<file path="src/rtl/sps_pkg.sv">
// Shared types, constants and helpers of the strict priority shaper.
`timescale 1ns / 1ps
package sps_pkg;

  localparam int QUEUE_DEPTH_DEF = 256;
  localparam int MAX_RELEASE_DEF = 64;
  localparam int NUM_QUEUES      = 2;
  localparam int BYTES_W         = 24;
  localparam int US_W            = 20;
  localparam int DVD_W           = 48;
  localparam int DIV_STEPS       = 6;
  localparam int CFG_IDX_W       = 3;

  localparam logic [31:0] RATE_RESET   = 32'd1176500000;
  localparam logic [31:0] BUCKET_RESET = 32'd360000;
  localparam logic [31:0] THRESH_RESET = 32'd150000;
  localparam logic [5:0]  DSCP_RESET   = 6'd1;
  localparam logic [15:0] ALLOW_RESET  = 16'd52;
  localparam logic [1:0]  ECN_BITS     = 2'h3;
  localparam logic [1:0]  ECN_ECT1     = 2'h1;
  localparam logic [1:0]  ECN_ECT0     = 2'h2;
  // one million is 64 * 15625; floor(2^44 / 15625)
  localparam logic [13:0] DIV_D        = 14'd15625;
  localparam logic [30:0] DIV_RECIP    = 31'd1125899906;

  localparam logic [CFG_IDX_W-1:0] REG_RATE   = 3'd0;
  localparam logic [CFG_IDX_W-1:0] REG_BUCKET = 3'd1;
  localparam logic [CFG_IDX_W-1:0] REG_THRESH = 3'd2;
  localparam logic [CFG_IDX_W-1:0] REG_PORT   = 3'd3;
  localparam logic [CFG_IDX_W-1:0] REG_DSCP   = 3'd4;
  localparam logic [CFG_IDX_W-1:0] REG_ALLOW  = 3'd5;

  typedef enum logic [2:0] {
    ACT_SENT     = 3'd0,
    ACT_QUEUED   = 3'd1,
    ACT_DROPPED  = 3'd2,
    ACT_RELEASED = 3'd3,
    ACT_IDLE     = 3'd4
  } action_t;

  typedef struct packed {
    logic            mode;
    logic [15:0]     pkt_tag;
    logic [15:0]     pkt_len;
    logic [7:0]      tos_in;
    logic            eligible;
    logic [US_W-1:0] elapsed_us;
  } in_item_t;

  typedef struct packed {
    action_t     action;
    logic [15:0] out_tag;
    logic        queue_index;
    logic [7:0]  tos_out;
    logic        ecn_marked;
    logic        last_of_run;
  } out_item_t;

  typedef struct packed {
    logic latch;
    logic arrive;
    logic mul0;
    logic mul1;
    logic dload;
    logic dstep;
    logic add;
    logic rd;
    logic rel;
    logic next_q;
    logic fin;
  } sps_cmd_t;

  typedef struct packed {
    logic div_last;
    logic cnt_zero;
    logic n_full;
    logic qsel;
    logic fits;
  } sps_stat_t;

  function automatic logic [15:0] charge_of(input logic [15:0] len,
                                            input logic [15:0] allow);
    return (len > allow) ? len - allow : len;
  endfunction

endpackage

</file>
<file path="src/rtl/sps_ctrl.sv">
// Controller state machine of the shaper.
`timescale 1ns / 1ps
module sps_ctrl import sps_pkg::*; (
  input  logic      clk,
  input  logic      rst_n,
  input  logic      start,
  input  logic      mode,
  input  sps_stat_t stat,
  output sps_cmd_t  cmd,
  output logic      busy
);

  typedef enum logic [9:0] {
    S_IDLE   = 10'b0000000001,
    S_ARRIVE = 10'b0000000010,
    S_MUL0   = 10'b0000000100,
    S_MUL1   = 10'b0000001000,
    S_DLOAD  = 10'b0000010000,
    S_DIV    = 10'b0000100000,
    S_ADD    = 10'b0001000000,
    S_RD     = 10'b0010000000,
    S_CHK    = 10'b0100000000,
    S_FIN    = 10'b1000000000
  } state_t;

  state_t state_r, state_nxt;

  assign busy = (state_r != S_IDLE);

  always_comb begin
    state_nxt = state_r;
    cmd       = '0;
    unique case (state_r)
      S_IDLE: begin
        if (start) begin
          cmd.latch = 1'b1;
          state_nxt = mode ? S_MUL0 : S_ARRIVE;
        end
      end
      S_ARRIVE: begin
        cmd.arrive = 1'b1;
        state_nxt  = S_IDLE;
      end
      S_MUL0: begin
        cmd.mul0  = 1'b1;
        state_nxt = S_MUL1;
      end
      S_MUL1: begin
        cmd.mul1  = 1'b1;
        state_nxt = S_DLOAD;
      end
      S_DLOAD: begin
        cmd.dload = 1'b1;
        state_nxt = S_DIV;
      end
      S_DIV: begin
        cmd.dstep = 1'b1;
        if (stat.div_last) begin
          state_nxt = S_ADD;
        end
      end
      S_ADD: begin
        cmd.add   = 1'b1;
        state_nxt = S_RD;
      end
      S_RD: begin
        if (!stat.n_full && !stat.cnt_zero) begin
          cmd.rd    = 1'b1;
          state_nxt = S_CHK;
        end else if (!stat.qsel) begin
          cmd.next_q = 1'b1;
        end else begin
          state_nxt = S_FIN;
        end
      end
      S_CHK: begin
        if (stat.fits) begin
          cmd.rel   = 1'b1;
          state_nxt = S_RD;
        end else if (!stat.qsel) begin
          cmd.next_q = 1'b1;
          state_nxt  = S_RD;
        end else begin
          state_nxt = S_FIN;
        end
      end
      S_FIN: begin
        cmd.fin   = 1'b1;
        state_nxt = S_IDLE;
      end
      default: state_nxt = S_IDLE;
    endcase
  end

  always_ff @(posedge clk) begin
    if (!rst_n) begin
      state_r <= S_IDLE;
    end else begin
      state_r <= state_nxt;
    end
  end

endmodule

</file>
<file path="config.mk">
export PLATFORM = sky130hd
export DESIGN_NAME = sps_ctrl
export DESIGN_NICKNAME = d
export VERILOG_FILES = /design/src/rtl/sps_pkg.sv /design/src/rtl/sps_ctrl.sv
export SDC_FILE = /design/constraint.sdc
export NUM_CORES = 1
export LEC_CHECK = 0
export BUFFER_PORTS_ARGS = -buffer_cell sky130_fd_sc_hd__buf_2
export CAP_MARGIN = 20
export CORE_MARGIN = 2
export CORE_UTILIZATION = 43
export CTS_CLUSTER_SIZE = 10
export DETAILED_ROUTE_END_ITERATION = 10
export PLACE_DENSITY = 0.79
export SLEW_MARGIN = 20
export SYNTH_ARGS = -nofsm -noshare
export SYNTH_HDL_FRONTEND = slang
export SYNTH_SLANG_ARGS = --single-unit
export TNS_END_PERCENT = 50
</file>
<file path="constraint.sdc">
create_clock -name clk -period 1.6 [get_ports clk]
set_input_delay 0.32 -clock clk [delete_from_list [all_inputs] [get_ports clk]]
set_output_delay 0.32 -clock clk [all_outputs]
set_load 0.05 [all_outputs]
</file>
==> results of run 1 <==
-- cell families after synthesis --
logic type | count (synthesis) | synth area share (%)
buffers and inverters | 6 | 3.868
XOR/XNOR | 2 | 2.708
flip-flops | 10 | 30.95
AND/OR/NAND/NOR | 41 | 46.23
AO/OA/AOI/OAI | 15 | 16.25
-- what timing repair did --
item,in CTS
pin swaps,6
endpoints found under the setup margin,17
buffers inserted,6
gates resized for setup,51
endpoints found under the hold margin,0
-- through the flow --
step                      utilization, %  cells
after floorplan                        -     74
after global placement             73.40    130
after detailed placement           73.40    130
after CTS                          91.75    140
-- cell usage after synthesis (2+ instances only) --
cell      instances  share of area (%)
o21ai_0           6                4.6
xor2_1            2                2.7
and2_1            3                2.9
dfxtp_1          10                 31
nor2_1            9                5.2
and3_1            2                1.9
inv_1             4                2.3
nor3b_1           2                2.3
buf_2             2                1.5
nor3_1            2                1.5
nand2_1           4                2.3
nand4b_1          2                2.7
nor4_1            2                1.9
nor4b_1           4                5.4
o21a_1            3                3.5
==> impl_results.md, run 1 <==
* Failed at: global routing (5_1_grt)
* Core Rows at 13
* Placed Area at 991.0 um^2
* Initial antenna violation count at 0
* Root Buffer: clkbuf_4
* Syn Nets at 83
* CTS sink cnt at 10
* GPL Wtd Cong at 0.8194
* Library cells used by synthesis at 32
* Initial core utilization at 47.91%
* Main synth FF type: dfxtp_1
* Tool error: [ERROR DPL-0033] detailed placement checks failed during check placement.
* Syn Inst Count at 74
* Input/output buffers at 20
* Placement Setup Slack at -0.2701 ns
* Die width at 42.79 um
* Die span in y at 42.79 um
* IO Pins at 21
* Post-synth EDFFs at 0
* Dpl hpwl at 1560 um
* Sequential area share after synthesis at 30.95%
* Mean Syn Cell Area at 8.741 um^2
* Longest Clk Path Bufs at 2
* Clock buffer count from CTS at 3
* Worst setup endpoint GRT: cmd[1]
* Pin count of the biggest net entering global routing at 8
* Yosys warning total at 0
* Cell Area, Synth at 646.9 um^2
* Synthesized flop and latch total at 10
* Status: aborted with a tool error
* CTS H-Tree Depth at 1
* Worst endpoint type: output port
* Post-synth ARST share at 0%
* Post-cts hold buffer count at 0
==> inputs of run 2 (changes only) <==
CORE_AREA = 2 2 63 65   (was default)
CORE_MARGIN = default   (was 2)
CORE_UTILIZATION = default   (was 43)
CTS_CLUSTER_SIZE = default   (was 10)
DIE_AREA = 0 0 65 67   (was default)
PLACE_DENSITY = default   (was 0.79)
PLACE_DENSITY_LB_ADDON = 0.15   (was default)
clock period = 2.1 ns   (was 1.6 ns; I/O delays follow)
==> impl_results.md, run 2 <==
* Root Buffer: clkbuf_8
* Mean Syn Cell Area at 8.741 um^2 (unchanged)
* GR Overflow Total at 0
* Min setup slack post-route at -0.005246 ns
* Post-synth EDFFs at 0 (unchanged)
* Per-cell routed wire length at 11.65 um
* Max reg flops at 10
* Layout cells sized above 1 at 50.89%
* Fill cell count at 375
* Int Power at 412.5 uW
* Placement Setup Slack at 0.1143 ns (+0.3844 ns)
* Post-synth ARST share at 0% (unchanged)
* Most common cell after layout, fill and taps aside: buf_4
* Clock share of power at 42.5%
* Final Hold Viols at 0
* NetSw at 158.8 uW
* Die span in y at 67 um (+57%)
* Skew final at 0.001301 ns
* Switch share at 27.79%
* CP startpoint: state_r[4]
* Cell Area, Synth at 646.9 um^2 (unchanged)
* DR pass1 iterations at 4
* Vias in the first global route at 658
* HP Class: in2reg
* Initial antenna violation count at 0
* Worst Path Required at 1.68 ns
* Main synth FF type: dfxtp_1
* Tmin final at 2.105 ns
* Most frequent cell after synthesis: dfxtp_1
* Syn Nets at 83 (unchanged)
* Core footprint at 3606 um^2
* Clock latency at the later pin of the worst-skew pair at 0.23 ns
* Largest area contributor in the netlist: dfxtp_1
* CTS clock-pin slew for the worst setup and hold paths at 0.05 ns
* Dpl hpwl at 1544 um (-1.0%)
* Worst Tran Pin Value at 0.3221 ns
* Placed Cells at 152 (+17%)
* Max_cap viols at 0
* First-pass GRT wire length at 2980 um
* Sequential area share after synthesis at 30.95% (unchanged)
* Worst vdd ir at 152.0 uV
* Crit Path Class: reg2out
* Synthesized flop and latch total at 10 (unchanged)
* Die width at 65 um (+52%)
* Critical path arrival at 1.69 ns
* Total Routing Usage GR at 9.243%
* ANT nets after route at 0
* Synth-to-Final Area Change at 60.15%
* Top cells by area, synth: dfxtp_1 31%, nor4b_1 5.4%, nor2_1 5.2%
* Startpoint types: flop
* Failing checks: setup timing
* WHS Path Cells at 2
* DRC violation count after routing at 0
* Syn Inst Count at 74 (unchanged)
* Detailed-route via count at 676
* Final Non-Filler Cells at 160
* R2r endpoint: state_r[3]
* Most frequent cells in the layout: 18 x buf_4, 13 x buf_2, 7 x nor2_1, 7 x dfxtp_1, 6 x o21ai_0
* Logic pwr share at 22.3%
* IO Pins at 21 (unchanged)
* R2R Setup Slk at 0.46 ns
* RSZ-0062 raised after global routing: true
* CTS sink cnt at 10 (unchanged)
* P_leak at 0.4558 nW
* Share of power burned in registers at 35.2%
* Initial core utilization at 17.94% (-30 points)
* CTS tree: built
* Final Net Count at 122
* Input/output buffers at 20 (unchanged)
* Slew Limit Fails at 0
* Fin util at 28.73%
* PD cells at 551.5 nW/um^2
* Maximum fanout along the worst path at 3
* Max Fclk at 475.0 MHz
* Worst R2R Start: state_r[9]
* Vias/cell at 4.225
* R2R depth at 6
* Commonest cells post-synth: 10 x dfxtp_1, 9 x nor2_1, 6 x o21ai_0
* Post-synth top area share at 30.95% (unchanged)
* Longest Clk Path Bufs at 2 (unchanged)
* Core Rows at 22 (+9)
* Yosys warning total at 0 (unchanged)
* Crit. End Element: primary output
* Worst Setup EP: cmd[1]
* Setup-failing EPs final at 1
* CTS H-Tree Depth at 1 (unchanged)
* Final WL at 1864 um
* Pin count of the biggest net entering global routing at 8
* Slew HR at 78.33%
* Clock buffer count from CTS at 3 (unchanged)
* Final cycle utilization of the critical path at 100.2%
* Die area at 4355 um^2
* Status: finished with violations
* Hold slack at 0.3441 ns
* Initial DRC count at 9
* Largest Register: state_r
* ANT cells at 0
* Library cells used by synthesis at 32 (unchanged)
* GPL Wtd Cong at 0.7618 (-7.0%)
* Largest registers: state_r: 10 flops
## run 2: cell counts after synthesis
No cell type changed its count.
## run 2: final cells by class
class | count | area [um^2] | area share, %
timing repair buffer | 36 | 249.0 | 24.03
tap | 48 | 60.06 | 5.797
multi-input combinational | 58 | 450.4 | 43.48
sequential | 10 | 206.4 | 19.93
inverter | 4 | 15.01 | 1.449
clock buffer | 4 | 55.05 | 5.314
## run 2: repair_timing
item | 4_1_cts | 5_1_grt
endpoints found under the setup margin | 4 | 8
gates resized for setup | 9 | 9
pin swaps | 4 | 6
gates cloned | 0 | 0
hold buffers | 0 | 0
setup buffers | 3 | 1
## run 2: cell families (layout without fill, tap and decap cells)
kind of cell	count (synthesis)	after routing	share of synthesized area (%)
AND/OR/NAND/NOR	41	41	46.23
AO/OA/AOI/OAI	15	15	16.25
flip-flops	10	10	30.95
buffers and inverters	6	44	3.868
XOR/XNOR	2	2	2.708
## run 2: how the worst min path moves through the flow
stage | startpoint | end
2_1_floorplan | mode | state_r[1]
3_3_place_gp | mode | state_r[1]
3_5_place_dp | mode | state_r[1]
4_1_cts | mode | state_r[1]
5_1_grt | mode | state_r[1]
6_report | mode | state_r[1]
## run 2: metal layers
metal,part of all wire (%),GRT usage [%]
met1,43,10.65
met2,53,15.85
met3,2.4,1.182
met4,1.4,6.383
met5,0,0
## run 2: critical path, stage by stage (launching register included)
cell	delay [ns]
dfxtp_4	0.35
nor4_4	0.29
nor3b_4	0.25
nand3_2	0.10
o21a_1	0.20
nor2_2	0.09
buf_6	0.16
## run 2: power groups by stage
stage               Combinational, mW  Clock [mW]  Sequential [mW]
floorplan                      0.0773           0            0.206
detailed placement              0.126           0            0.206
finish                          0.127       0.243            0.201
CTS                             0.125       0.251            0.201
global placement                0.127           0            0.206
global route                    0.139       0.266            0.201
## run 2: per-stage QoR
step	total power, mW	instance area [um^2]	TNS, ns
CTS	0.5768	1008	-0.04077
detailed placement	0.3317	904.6	0
finish	0.5713	1036	-0.005246
global placement	0.3329	904.6	0
floorplan	0.2830	664.4	-0.5471
global route	0.6059	1036	-0.3232
Power figures use the tool's default switching activity.
==> inputs of run 3 (changes only) <==
ABC_AREA = 1   (was default)
==> impl_results.md, run 3 <==
* Status: finished, final reports clean
* Final Net Count at 145 (+19%)
* Most frequent cell after synthesis: nand2_1
* DR pass1 iterations at 4 (unchanged)
* Largest registers: state_r: 10 flops
* Vias/cell at 3.716 (-12%)
* Fin area at 920.9 um^2 (-11%)
* CTS sink cnt at 10 (unchanged)
* DRC violation count after routing at 0 (unchanged)
* Sequential area share after synthesis at 29.30% (-1.6 points)
* Clock buffer count from CTS at 3 (unchanged)
* HP Class: in2reg
* Initial DRC count at 27 (+18)
* CTS clock-pin slew for the worst setup and hold paths at 0.05 ns (about the same)
* Synthesized flop and latch total at 10 (unchanged)
* Main synth FF type: dfxtp_1
* Worst Path Required at 1.68 ns (about the same)
* Largest area contributor in the netlist: dfxtp_1
* Post-synth EDFFs at 0 (unchanged)
* First-pass GRT wire length at 2898 um (-2.8%)
* Top delay family on crit path: simple AND/OR/NAND/NOR gates
* Clock latency at the later pin of the worst-skew pair at 0.24 ns (about the same)
* Maximum fanout along the worst path at 4 (+1)
* R2R Setup Slk at 0.70 ns (+0.24 ns)
* R2R depth at 10 (+4)
* Total Routing Usage GR at 8.809% (-0.43 points)
* Max Fclk at 510.3 MHz (+7.4%)
* GPL Wtd Cong at 0.7769 (+2.0%)
* Core footprint at 3606 um^2 (unchanged)
* P_leak at 0.5016 nW (+10%)
* Post-synth top area share at 29.30% (-1.6 points)
* Levels on crit path at 6 (unchanged)
* Total Power at 1.046 mW (+83%)
* Skew final at 0.0006683 ns (-0.0006322 ns)
* Hold slack at 0.4010 ns (+0.05682 ns)
* Largest Register: state_r
* RSZ-0062 raised after global routing: false
* Setup Fix Bufs, Post-CTS at 0 (-3)
* Layout cells sized above 1 at 32.59% (-18 points)
* ANT nets after route at 0 (unchanged)
* CTS tree: built
* Slew Limit Fails at 0 (unchanged)
* Cell Area, Synth at 683.2 um^2 (+5.6%)
* Final WL at 1747 um (-6.3%)
* Vias in the first global route at 676 (+2.7%)
* Worst vdd ir at 330.6 uV (+120%)
* Core Rows at 22 (unchanged)
* Final cycle utilization of the critical path at 93.31% (-6.9 points)
* Input/output buffers at 20 (unchanged)
* Max_cap viols at 0 (unchanged)
* GR Overflow Total at 0 (unchanged)
* Post-synth ARST share at 0% (unchanged)
* Initial core utilization at 18.95% (+1.0 points)
* Initial antenna violation count at 0 (unchanged)
* Per-cell routed wire length at 9.546 um (-18%)
* Setup-failing EPs final at 0 (-1)
* Yosys warning total at 0 (unchanged)
* Worst Tran Pin Value at 0.2607 ns (-0.06136 ns)
* Syn Inst Count at 111 (+50%)
* Dpl hpwl at 1420 um (-8.0%)
* CTS H-Tree Depth at 1 (unchanged)
* Critical path arrival at 1.54 ns (-0.15 ns)
* Fin util at 25.54% (-3.2 points)
* Detailed-route via count at 680 (+0.59%)
* Most common cell after layout, fill and taps aside: nand2_1
* Crit Path Class: reg2out
* Final Hold Viols at 0 (unchanged)
* Die width at 65 um (unchanged)
* Library cells used by synthesis at 19 (-41%)
* Commonest cells post-synth: 28 x nand2_1, 21 x inv_1, 19 x nor2_1, 10 x dfxtp_1, 9 x nor2_2
* Syn Nets at 120 (+45%)
* CP bufs+invs at 1 (unchanged)
* Synth-to-Final Area Change at 34.80%
* Mean Syn Cell Area at 6.155 um^2 (-30%)
* Pin count of the biggest net entering global routing at 10 (+2)
* Slew HR at 82.60% (+4.3 points)
* Cell Chain, Critical Path: nor2_2, nand2_1, nor2_4, nand2_1, o31ai_2, buf_6
* Root Buffer: clkbuf_8
* Max reg flops at 10 (unchanged)
* PD cells at 1136 nW/um^2 (+110%)
* Die area at 4355 um^2 (unchanged)
* WHS Path Cells at 2 (unchanged)
* Placed Area at 849.6 um^2 (-6.1%)
* Worst path slowest cell: dfxtp_1
* Die span in y at 67 um (unchanged)
* IO Pins at 21 (unchanged)
* Most frequent cells in the layout: 28 x nand2_1, 21 x inv_1, 19 x nor2_1, 19 x buf_2, 10 x dfxtp_1
* Top cells by area, synth: dfxtp_1 29%, nand2_1 15%, inv_1 12%
* Tmin final at 1.959 ns (-0.1458 ns)
* Most numerous cell on the critical path: nand2_1
* ANT cells at 0 (unchanged)
* Max incr delay on CP at 0.33 ns (-0.02 ns)
* Longest Clk Path Bufs at 2 (unchanged)
* Crit. End Element: primary output
* Startpoint types: flop
run 3: path summary, 6_finish.rpt:
| path | end | from |
|---|---|---|
| worst max-delay path | cmd[1] | state_r[0] |
| worst min-delay path | state_r[0] | rst_n |
| worst max register to register | state_r[0] | state_r[0] |
| worst min register to register | state_r[7] | state_r[7] |
run 3: power by group:
part	switching (mW)	leakage [nW]	internal, mW
combinational	0.406	0.392	0.155
clock	0.0770	0.0288	0.165
sequential	0.0248	0.0812	0.218
total	0.508	0.502	0.538
run 3: per-stage QoR:
stage                     setup slack, ns  instances  TNS, ns
final                              0.1405        183        0
after global routing              0.03456        183        0
after CTS                         0.06138        183        0
after detailed placement           0.3097        179        0
after global placement             0.3729        179        0
after floorplan                   -0.2704        111  -0.2704
run 3: final cells by class:
| type | count | area, um^2 |
|---|---|---|
| Inverter | 22 | 82.58 |
| Fill cell | 407 | 2685 |
| Sequential cell | 10 | 200.2 |
| Tap cell | 48 | 60.06 |
| Clock buffer | 4 | 55.05 |
| Timing Repair Buffer | 20 | 106.4 |
| Multi-Input combinational cell | 79 | 416.7 |
run 3: layer usage:
layer	share of wire, %	track usage, %	up-vias	wire [um]
met2	47	14.05	13	827
met1	48	11.23	285	839
met3	4.6	3.209	0	80
met5	0	0	-	0
met4	0	2.128	0	0
li1	-	-	382	-
run 3: kinds of logic after synthesis:
family          after synthesis  share of synthesized area (%)
compound gates                2                          1.831
buf+inv                      22                          12.09
flops                        10                          29.30
simple gates                 77                          56.78
run 3: what timing repair did:
action,4_1_cts,5_1_grt
gates resized for setup,0,5
endpoints found under the hold margin,0,0
hold buffers,0,0
setup endpoints to repair,0,1
==> inputs of run 4 (changes only) <==
SETUP_SLACK_MARGIN = 0.3   (was default)
SKIP_CTS_REPAIR_TIMING = 1   (was default)
==> impl_results.md, run 4 (synthesis gave the netlist of run 3 again) <==
* Status: finished, final reports clean
* Final Non-Filler Cells at 185 (+1.1%)
* Max_cap viols at 0 (unchanged)
* Longest Clk Path Bufs at 2 (unchanged)
* Pin count of the biggest net entering global routing at 10 (unchanged)
* Setup-failing EPs final at 0 (unchanged)
* Worst vdd ir at 548.4 uV (+66%)
* Total Routing Usage GR at 8.705% (-0.10 points)
* Crit Path Class: reg2out
* IO Pins at 21 (unchanged)
* R2R Setup Slk at 0.67 ns (-0.03 ns)
* Hold slack at 0.3893 ns (-0.01164 ns)
* GPL Wtd Cong at 0.7526 (-3.1%)
* Most frequent cells in the layout: 22 x nand2_1, 21 x inv_1, 18 x nor2_1
* Tmin final at 1.847 ns (-0.1120 ns)
* First-pass GRT wire length at 2856 um (-1.4%)
* CTS sink cnt at 10 (unchanged)
* Clock buffer count from CTS at 3 (unchanged)
* GR Overflow Total at 0 (unchanged)
* Critical path arrival at 1.43 ns (-0.11 ns)
* Startpoint types: flop
* Synth-to-Final Area Change at 53.11%
* Worst Tran Pin Value at 0.2723 ns (+0.01160 ns)
* Detailed-route via count at 717 (+5.4%)
* HP Class: in2reg
* Root Buffer: clkbuf_8
* P_leak at 0.5434 nW (+8.3%)
* Largest registers: state_r: 10 flops
* CTS tree: built
* Crit. End Element: primary output
* Die area at 4355 um^2 (unchanged)
* Min-delay src: rst_n
* Clock share of power at 20.8% (-2.3 points)
* Die span in y at 67 um (unchanged)
* NetSw at 568.7 uW (+12%)
* WHS Path Cells at 2 (unchanged)
* Initial antenna violation count at 0 (unchanged)
* Hold endpoint: state_r[0]
* Dpl hpwl at 1449 um (+2.0%)
* Largest Register: state_r
* Vias/cell at 3.876 (+4.3%)
* Vias in the first global route at 670 (-0.89%)
* Initial DRC count at 12 (-56%)
* Core Rows at 22 (unchanged)
* Share of power burned in registers at 22.2% (-1.0 points)
* Setup TNS at 0 ns (unchanged)
* Slew HR at 81.82% (-0.77 points)
* Initial core utilization at 18.95% (unchanged)
* Final Hold Viols at 0 (unchanged)
* Max Fclk at 541.3 MHz (+6.1%)
* Final WL at 1846 um (+5.7%)
* Fin area at 1046 um^2 (+14%)
* Slew Limit Fails at 0 (unchanged)
* Most common cell after layout, fill and taps aside: nand2_1
* Fill cell count at 404 (-0.74%)
* Die width at 65 um (unchanged)
* Final Net Count at 147 (+1.4%)
* Clock latency at the later pin of the worst-skew pair at 0.24 ns (about the same)
* Placement Setup Slack at 0.3363 ns (+0.02664 ns)
* Per-cell routed wire length at 9.978 um (+4.5%)
* PD cells at 1117 nW/um^2 (-1.7%)
* DRC violation count after routing at 0 (unchanged)
* CTS H-Tree Depth at 1 (unchanged)
* Layout cells sized above 1 at 42.34% (+9.7 points)
* Core footprint at 3606 um^2 (unchanged)
* Placed Area at 870.8 um^2 (+2.5%)
* RSZ-0062 raised after global routing: true
* R2r endpoint: state_r[0]
* CTS clock-pin slew for the worst setup and hold paths at 0.05 ns (about the same)
* ANT nets after route at 0 (unchanged)
* Maximum fanout along the worst path at 4 (unchanged)
* Logic pwr share at 56.9% (+3.3 points)
* Input/output buffers at 20 (unchanged)
* DR pass1 iterations at 4 (unchanged)
* Switch share at 48.67% (+0.12 points)
* ANT cells at 0 (unchanged)
* Min setup slack post-route at 0.2525 ns (+0.1120 ns)
* R2R depth at 10 (unchanged)
* Final cycle utilization of the critical path at 87.98% (-5.3 points)
* Placed Cells at 179 (unchanged)
* Int Power at 599.8 uW (+11%)
* Worst Path Required at 1.68 ns (about the same)
* Skew final at 0.002248 ns (+0.001580 ns)
* Worst R2R Start: state_r[1]
* Max reg flops at 10 (unchanged)
run 4: per-stage QoR:
stage / power [mW] / utilization, %
floorplan: 0.7045 / -
global placement: 0.8256 / 24.15
detailed placement: 0.8258 / 24.15
CTS: 1.078 / 25.68
global route: 1.248 / 29.01
finish: 1.168 / 29.01
run 4: critical path: stages, from the launching register on:
cell	delay, ns
dfxtp_2	0.33
nor2_4	0.16
nand2_2	0.09
nor2_4	0.16
nand2_4	0.08
o31ai_4	0.18
buf_6	0.19
run 4: layer usage:
| layer | up-vias | wire length, um | track usage [%] |
|---|---|---|---|
| li1 | 385 | - | - |
| met1 | 316 | 799 | 10.33 |
| met2 | 16 | 920 | 14.56 |
| met3 | 0 | 126 | 3.885 |
| met4 | 0 | 0 | 1.596 |
| met5 | - | 0 | 0 |
run 4: how the worst max path moves through the flow:
stage	start	end	depth (start not counted)
finish	state_r[1]	cmd[1]	6
global route	state_r[1]	cmd[1]	6
CTS	state_r[4]	cmd[1]	6
detailed placement	state_r[4]	cmd[1]	6
global placement	state_r[2]	cmd[1]	6
floorplan	state_r[4]	cmd[9]	3
run 4: layout make-up:
type	instances	area, um^2	share of cell area [%]
Multi-Input combinational cell	79	495.5	47.37
Sequential cell	10	206.4	19.74
Timing Repair Buffer	22	146.4	14.00
Inverter	22	82.58	7.895
Tap cell	48	60.06	5.742
Clock buffer	4	55.05	5.263
run 4: power groups by stage:
| stage | registers, mW | logic, mW | clock network (mW) |
|---|---|---|---|
| 6_report | 0.260 | 0.665 | 0.243 |
| 5_1_grt | 0.262 | 0.720 | 0.266 |
| 4_1_cts | 0.244 | 0.580 | 0.254 |
| 3_5_place_dp | 0.248 | 0.578 | 0 |
| 3_3_place_gp | 0.247 | 0.578 | 0 |
| 2_1_floorplan | 0.242 | 0.463 | 0 |
